## src/rtl/u8sf_pkg.sv

```systemverilog
// ----------------------------------------------------------------------------
// u8sf_pkg
// Constants and types for the utf-8 structure filter.
// ----------------------------------------------------------------------------
package u8sf_pkg;

  localparam int unsigned HeldDepth = 3;
  localparam int unsigned MaxOut    = 4;

  localparam logic [7:0] ByteNul    = 8'h00;
  localparam logic [7:0] MaskTop2   = 8'hC0;
  localparam logic [7:0] MaskTop3   = 8'hE0;
  localparam logic [7:0] MaskTop4   = 8'hF0;
  localparam logic [7:0] MaskTop5   = 8'hF8;
  localparam logic [7:0] PatCont    = 8'h80;
  localparam logic [7:0] PatLead2   = 8'hC0;
  localparam logic [7:0] PatLead3   = 8'hE0;
  localparam logic [7:0] PatLead4   = 8'hF0;

  typedef logic [7:0] byte_t;
  typedef logic [1:0] need_t;
  typedef logic [1:0] held_cnt_t;
  typedef logic [2:0] out_cnt_t;

endpackage

```

## src/rtl/utf8_structure_filter.sv

```systemverilog
// ----------------------------------------------------------------------------
// utf8_structure_filter
// Passes well-formed utf-8 structure of a byte stream, holding multi-byte
// sequences until complete and dropping nul, stray and broken bytes.
//
//   channel | handshake          | payload
//   --------+--------------------+--------------------
//   input   | in_valid/in_ready  | in_byte, text_last
//   output  | out_valid/out_ready| out_byte, run_last
//
// Each input item is decoded combinationally; its 0 to 4 result bytes are
// loaded into a 4-byte output shift buffer and leave one per cycle while
// out_ready is high, so an item yielding at most one byte then sustains one
// item per cycle; a completed n-byte sequence holds the output until taken.
// in_ready is high while the buffer is empty or its last byte is being taken.
// Synchronous reset clears the sequence state and empties the buffer.
// ----------------------------------------------------------------------------
module utf8_structure_filter
  import u8sf_pkg::*;
(
  input  logic clk,
  input  logic rst,
  input  logic in_valid,
  output logic in_ready,
  input  logic [7:0] in_byte,
  input  logic text_last,
  output logic out_valid,
  input  logic out_ready,
  output logic [7:0] out_byte,
  output logic run_last
);

  need_t     bytes_needed, bytes_needed_next;
  held_cnt_t held_count, held_count_next;
  byte_t     held_bytes [HeldDepth];
  logic      held_we;

  byte_t     obuf [MaxOut];
  out_cnt_t  ocnt;

  byte_t     res [MaxOut];
  out_cnt_t  res_cnt;

  logic      in_acc, out_take, is_cont, fresh;
  need_t     need_dec;

  assign out_valid = (ocnt != '0);
  assign out_take  = out_valid && out_ready;
  assign in_ready  = (ocnt == '0) || ((ocnt == out_cnt_t'(1)) && out_ready);
  assign in_acc    = in_valid && in_ready;
  assign out_byte  = obuf[0];
  assign run_last  = (ocnt == out_cnt_t'(1));

  assign is_cont  = ((in_byte & MaskTop2) == PatCont);
  assign need_dec = bytes_needed - need_t'(1);

  // result slots for a completed sequence: held bytes then the current byte
  always_comb begin
    for (int i = 0; i < HeldDepth; i++) begin
      res[i] = (held_cnt_t'(i) < held_count) ? held_bytes[i] : in_byte;
    end
    res[MaxOut-1] = in_byte;
  end

  always_comb begin
    bytes_needed_next = bytes_needed;
    held_count_next   = held_count;
    held_we           = 1'b0;
    res_cnt           = '0;
    fresh             = 1'b1;

    if (bytes_needed != '0) begin
      if (is_cont) begin
        fresh = 1'b0;
        if (need_dec == '0) begin
          res_cnt           = out_cnt_t'(held_count) + out_cnt_t'(1);
          bytes_needed_next = '0;
          held_count_next   = '0;
        end else begin
          bytes_needed_next = need_dec;
          if (held_count < held_cnt_t'(HeldDepth)) begin
            held_we         = 1'b1;
            held_count_next = held_count + held_cnt_t'(1);
          end
        end
      end else begin
        bytes_needed_next = '0;
        held_count_next   = '0;
      end
    end

    if (fresh) begin
      if (in_byte == ByteNul) begin
        res_cnt = '0;
      end else if (in_byte[7] == 1'b0) begin
        res_cnt = out_cnt_t'(1);
      end else if ((in_byte & MaskTop3) == PatLead2) begin
        held_we           = 1'b1;
        held_count_next   = held_cnt_t'(1);
        bytes_needed_next = need_t'(1);
      end else if ((in_byte & MaskTop4) == PatLead3) begin
        held_we           = 1'b1;
        held_count_next   = held_cnt_t'(1);
        bytes_needed_next = need_t'(2);
      end else if ((in_byte & MaskTop5) == PatLead4) begin
        held_we           = 1'b1;
        held_count_next   = held_cnt_t'(1);
        bytes_needed_next = need_t'(3);
      end
    end

    if (text_last) begin
      bytes_needed_next = '0;
      held_count_next   = '0;
    end
  end

  // a fresh lead byte lands in entry 0, a continuation at held_count
  always_ff @(posedge clk) begin
    if (in_acc && held_we) begin
      if (fresh) begin
        held_bytes[0] <= in_byte;
      end else begin
        held_bytes[held_count] <= in_byte;
      end
    end
  end

  always_ff @(posedge clk) begin
    if (rst) begin
      bytes_needed <= '0;
      held_count   <= '0;
    end else if (in_acc) begin
      bytes_needed <= bytes_needed_next;
      held_count   <= held_count_next;
    end
  end

  // output shift buffer
  always_ff @(posedge clk) begin
    if (rst) begin
      ocnt <= '0;
    end else if (in_acc) begin
      ocnt <= res_cnt;
    end else if (out_take) begin
      ocnt <= ocnt - out_cnt_t'(1);
    end
  end

  always_ff @(posedge clk) begin
    if (in_acc) begin
      if (fresh) begin
        obuf[0] <= in_byte;
      end else begin
        for (int i = 0; i < MaxOut; i++) begin
          obuf[i] <= res[i];
        end
      end
    end else if (out_take) begin
      for (int i = 0; i < MaxOut - 1; i++) begin
        obuf[i] <= obuf[i+1];
      end
    end
  end

endmodule

```

## config.mk

```make
export PLATFORM = sky130hd
export DESIGN_NAME = utf8_structure_filter
export DESIGN_NICKNAME = d
export VERILOG_FILES = /design/src/rtl/u8sf_pkg.sv /design/src/rtl/utf8_structure_filter.sv
export SDC_FILE = /design/constraint.sdc
export NUM_CORES = 1
export LEC_CHECK = 0
export BUFFER_PORTS_ARGS = -buffer_cell sky130_fd_sc_hd__buf_2
export CORE_MARGIN = 3
export CORE_UTILIZATION = 59
export DETAILED_ROUTE_END_ITERATION = 7
export PLACE_DENSITY_LB_ADDON = 0.15
export RECOVER_POWER = 25
export SLEW_MARGIN = 20
export SYNTH_ARGS = -nofsm -noshare
export SYNTH_HDL_FRONTEND = slang
export SYNTH_SLANG_ARGS = --single-unit
```

## constraint.sdc

```tcl
create_clock -name clk -period 3.7 [get_ports clk]
set_input_delay 0.37 -clock clk [delete_from_list [all_inputs] [get_ports clk]]
set_output_delay 0.37 -clock clk [all_outputs]
set_load 0.01 [all_outputs]
```

# After elaboration in Yosys (flattened, before gate mapping)
# Memory sizes are Yosys's and may differ from the RTL's.
# Index checks and enable logic that the tools add are counted.
[op_classes]
add_sub_neg = 4
n_lt_le_gt_ge = 4
eq_ne = 5
muxes = 64
bitwise_logic = 4
n_reduce_logical = 12
[op_table]
columns = ["cell", "n"]
rows = [
  ["$mux 8", 8],
  ["$mux 2", 22],
  ["$mux 1", 26],
  ["$mux 3", 8],
  ["$logic_not 8->1", 1],
  ["$reduce_or 8->1", 1],
  ["$eq 5x5->1 const B", 1],
  ["$eq 4x4->1 const B", 1],
  ["$logic_and 1x1->1", 4],
  ["$lt 1x2->1 const A", 2],
  ["$or 1x1->1", 4],
  ["$reduce_bool 2->1", 2],
  ["$add 2x1->3 const B", 1],
  ["$eq 3x1->1 const B", 1],
  ["$eq 3x3->1 const B", 1],
  ["$logic_not 3->1", 1],
  ["$reduce_bool 3->1", 1],
  ["$sub 3x1->3 const B", 1],
  ["$add 2x1->2 const B", 1],
  ["$eq 2x2->1 const B", 1],
  ["$logic_not 2->1", 1],
  ["$lt 2x2->1 const A", 1],
  ["$lt 2x2->1 const B", 1],
  ["$sub 2x1->2 const B", 1],
  ["$logic_or 1x1->1", 1],
]
[totals]
regBits = 7
ramBits = 56
out_inout_bits = 11
word_cells = 98
memories = 2
[memory_table]
columns = ["name", "words", "width", "rd", "rd_ports_with_merged_regs", "write_ports", "line_no", "text"]
rows = [
  ["obuf", 4, 8, 4, 0, 4, "utf8_structure_filter.sv:38", "byte_t obuf [MaxOut];"],
  ["held_bytes", 3, 8, 3, 0, 1, "utf8_structure_filter.sv:35", "byte_t held_bytes [HeldDepth];"],
]

# Logic depth before layout (Yosys ltp)
[logic_depth]
word_depth = 16
ltp_mapped = 7
depth_no_buf = 6

# Worst setup path before layout
# OpenSTA, ideal clock, no wires.
[synth_path]
path_kind = "flip-flop to flip-flop"
from = "register bytes_needed[0]"
to = "memory held_bytes[1][0] (netlist name), enable pin"
setup_ns = 0.383
t_arrival_ns = 2.621
required_time_ns = 3.317
setup_slack_ns = 0.696
stages_incl_launch_ff = 7
path_buffers = 0
period_less_slack_ns = 3.004
path_cell_list = "dfxtp_1 inv_1 ha_1 or3b_4 nor3_1 o21ai_0 nor3_1"
[synth_between]
elab_chain_cells = 16
word_cells_on_any_way = 23
cone_classes = "add/sub: 1; mux: 18; reduce/logical: 4"
[synth_rtl]
columns = ["element", "line_no", "text"]
rows = [
  ["start, declared", "utf8_structure_filter.sv:33", "need_t bytes_needed, bytes_needed_next;"],
  ["start signal, assigned", "utf8_structure_filter.sv:134", "bytes_needed <= bytes_needed_next;"],
  ["$sub 2x1->2", "utf8_structure_filter.sv:55", "assign need_dec = bytes_needed - need_t'(1);"],
  ["$logic_not 2->1", "utf8_structure_filter.sv:75", "if (need_dec == '0) begin"],
  ["$mux 1", "utf8_structure_filter.sv:75", ""],
  ["$mux 1", "utf8_structure_filter.sv:73", "if (is_cont) begin"],
  ["$mux 1", "utf8_structure_filter.sv:72", "if (bytes_needed != '0) begin"],
  ["$mux 1", "utf8_structure_filter.sv:105", "end else if ((in_byte & MaskTop5) == PatLead4) begin"],
  ["$mux 1", "utf8_structure_filter.sv:101", "end else if ((in_byte & MaskTop4) == PatLead3) begin"],
  ["$mux 1", "utf8_structure_filter.sv:97", "end else if ((in_byte & MaskTop3) == PatLead2) begin"],
  ["$mux 1", "utf8_structure_filter.sv:95", "end else if (in_byte[7] == 1'b0) begin"],
  ["$mux 1", "utf8_structure_filter.sv:93", "if (in_byte == ByteNul) begin"],
  ["$mux 1", "utf8_structure_filter.sv:92", "if (fresh) begin"],
  ["$logic_and 1x1->1", "utf8_structure_filter.sv:120", "if (in_acc && held_we) begin"],
  ["$mux 1", "utf8_structure_filter.sv:120", ""],
  ["$mux 1 (not written as such)", "utf8_structure_filter.sv:124", "held_bytes[held_count] <= in_byte;"],
  ["$reduce_or 8->1 (no source line)", "-", ""],
  ["$mux 2 (no source line) or $mux 1 (tied branches)", "-", ""],
  ["end, declared", "utf8_structure_filter.sv:35", ""],
]
# Parallel ways exist; a longest one is shown, timed or not.

==> flow_metrics.env <==
export IMPL_drv_cap=0
export IMPL_worst_path_dominant_cell_family="flip-flops"
export IMPL_htreeDepth=3
export IMPL_core_rowCount=24
export IMPL_fin_nets=282
export IMPL_clock_latency_ns=0.34
export IMPL_setup_tns_final_ns=0
export IMPL_cts_sinks=63
export IMPL_whs_ns=0.319
export IMPL_dp_cells=314
export IMPL_start_util_pct=63.8
export IMPL_io_pins=24
export IMPL_hold_violations=0
export IMPL_holdPathStages=2
export IMPL_via_count=1869
export IMPL_multi_input_area_mm2=0.00101
export IMPL_outcome="finished, final reports clean"
export IMPL_worst_pin_slew_ns=0.718
export IMPL_dieWidth_um=76.2
export IMPL_synth_cells=233
export IMPL_cts_root_buf="clkbuf_8"
export IMPL_drtPass1Iterations=4
export IMPL_fin_crit_ns=2.50
export IMPL_syn_avg_cell_area_um2=12.5
export IMPL_overflow=0
export IMPL_grt_pass1_vias=1801
export IMPL_regArea_mm2=0.00182
export IMPL_routed_wirelength_um=5210
export IMPL_synth_edff_count=56
export IMPL_cts_hold_buffers_added=0
export IMPL_die_h_um=76.2
export IMPL_core_area_mm2=0.00456
export IMPL_wl_per_cell_um=15.8
export IMPL_synthesis_area_mm2=0.00291
export IMPL_crit_buf_inv=1
export IMPL_place_gp_congestion=0.964
export IMPL_cellLeakagePower_nw=1.08
export IMPL_track_usage_pct=19.6
export IMPL_r2r_end="obuf[0][5]"
export IMPL_synthArstFlopShare_pct=0
export IMPL_ys_warn_count=0
export IMPL_required_ns=3.78
export IMPL_viasPerCell=5.68
export IMPL_area_growth_pct=11.7
export IMPL_finalSetupViolCount=0
export IMPL_cts_setup_buffers=0
export IMPL_min_delay_start="rst"
export IMPL_dr_first_iter_drc_count=195
export IMPL_finalNonFillerCells=329
export IMPL_max_freq_mhz=400
export IMPL_clk_pin_slew_worst_paths_ns=0.07
export IMPL_critical_path_max_fanout=14
export IMPL_drc=0
export IMPL_finalCritPeriodShare_pct=67.6
export IMPL_crit_path_max_incr_delay_ns=0.73
export IMPL_nFillCells=341
export IMPL_drive_gt1_share_pct=17.0
export IMPL_synthFlopType="edfxtp_1"
export IMPL_grt_pass1_wl_um=8740
export IMPL_yosys_cell_types_count=40
export IMPL_antenna_found_initial=0
export IMPL_syn_num_nets=255
export IMPL_rr_worst_depth=5
export IMPL_min_path_type="input pin to flip-flop"
export IMPL_irDropWorstVdd_mv=0.303
export IMPL_min_to="held_count[0]"
export IMPL_slew_headroom_pct=52.1
export IMPL_rsz0062_at_grt="false"
export IMPL_slowest_stage="dfxtp_1"
export IMPL_timing_rr_start="held_count[1]"
export IMPL_cts_tree="yes"
export IMPL_ys_seq_area_share_pct=62.6
export IMPL_cts_resized=0
export IMPL_grt_max_degree=51
export IMPL_numPortBuffers=23
export IMPL_cp_arrival_ns=2.58
export IMPL_antenna_cells=0
export IMPL_cts_buffers=9
export IMPL_dp_final_hpwl_um=3350
export IMPL_skew_ns=0.00676
export IMPL_die_area_mm2=0.00581
export IMPL_crit_type="flip-flop to flip-flop"
export IMPL_slew_violations=0
export IMPL_postRouteAntennaNets=0
export IMPL_ys_ff_latch=63
export IMPL_path_cells="inv_1 > ha_1 > nor4_4 > mux2i_1 > a21oi_2"
export IMPL_powerDensity_mw_per_mm2=587
export IMPL_rrSetupSlack_ns=1.20
export IMPL_cp_end_kind="flip-flop"
export IMPL_clock_path_buffers=2
export IMPL_cp_start_kind="flip-flop"
-- Yosys cell counts, drive strengths merged, types with 2 or more instances --
cell type  number  area (µm²)
mux2i          22         220
nor2b           2        12.5
inv             8        30.0
or3             2        12.5
edfxtp         56        1680
ha              9         113
clkbuf         11        41.3
mux2            2        22.5
buf             2        15.0
a21oi          29         168
o21ai           5        25.0
a311oi          2        17.5
nand2           9        33.8
a31oi           4        25.0
nor4            3        33.8
nand2b          6        37.5
nor3            6        30.0
nand3           4        20.0
dfxtp           7         140
nor2           29         109
-- layout by cell type, fill, tap and decap left out, types with 4 or more instances in the layout --
cell type and count:
edfxtp_1 56, nor2_1 29, a21oi_1 23, mux2i_1 22, buf_2 15, nand2_1 9, ha_1 9, clkbuf_8 9
clkbuf_1 9, inv_1 8, dfxtp_1 7, nand2b_1 6, nor3_1 6, a21oi_2 6, buf_4 6, a31oi_1 4
nand3_1 4
-- how the worst max path moves through the flow --
stage,start,to,slack [ns],depth (start not counted)
after floorplan,bytes_needed[0],held_bytes[1][0],0.70,6
after global placement,held_count[1],obuf[0][4],1.31,5
after detailed placement,held_count[1],obuf[0][5],1.21,5
after CTS,held_count[1],obuf[0][5],1.22,5
after global routing,held_count[1],obuf[0][5],1.02,5
final,held_count[1],obuf[0][5],1.20,5
-- registers in the layout, summed over array words and instances (netlist names) --
signal and count:
bytes_needed 2, held_bytes 24, held_count 2, obuf 32
ocnt 3
-- metal layers --
layer / GRT usage [%] / vias up / routed length [µm]
li1: - / 917 / -
met1: 26.6 / 874 / 2450
met2: 28.6 / 66 / 2350
met3: 4.49 / 12 / 287
met4: 11.8 / 0 / 114
met5: 0 / - / 0
-- power by group --
part           internal [mW]  switching [mW]
Clock                  0.233           0.251
Combinational          0.161           0.303
Sequential             0.925          0.0354
-- area by class of cell --
cell class                 count  share of cell area [%]
clock inverter                 5                   0.808
timing repair buffer          29                    4.62
inverter                       8                   0.924
tap                           65                    2.50
clock buffer                  10                    3.93
sequential                    63                    56.0
multi-input combinational    149                    31.2
-- cells by family (layout without fill, tap and decap cells) --
logic type / after synthesis / in the layout / synth area share (%)
compound gates: 49 / 49 / 10.7
fa+ha+maj: 9 / 9 / 3.87
buf+inv: 21 / 52 / 2.97
flops: 63 / 63 / 62.6
mux: 24 / 24 / 8.34
simple gates: 67 / 67 / 11.6
-- metrics by stage --
| stage | worst slack [ns] | instance area [µm²] | util (%) | power [mW] |
|---|---|---|---|---|
| after floorplan | 0.696 | 2910 | - | 1.29 |
| after CTS | 1.22 | 3260 | 71.4 | 1.92 |
| after global routing | 1.02 | 3250 | 71.2 | 2.02 |
| final | 1.20 | 3250 | 71.2 | 1.91 |
| after detailed placement | 1.21 | 3110 | 68.1 | 1.44 |
| after global placement | 1.31 | 3110 | 68.1 | 1.43 |
(Power assumes the default switching activity.)
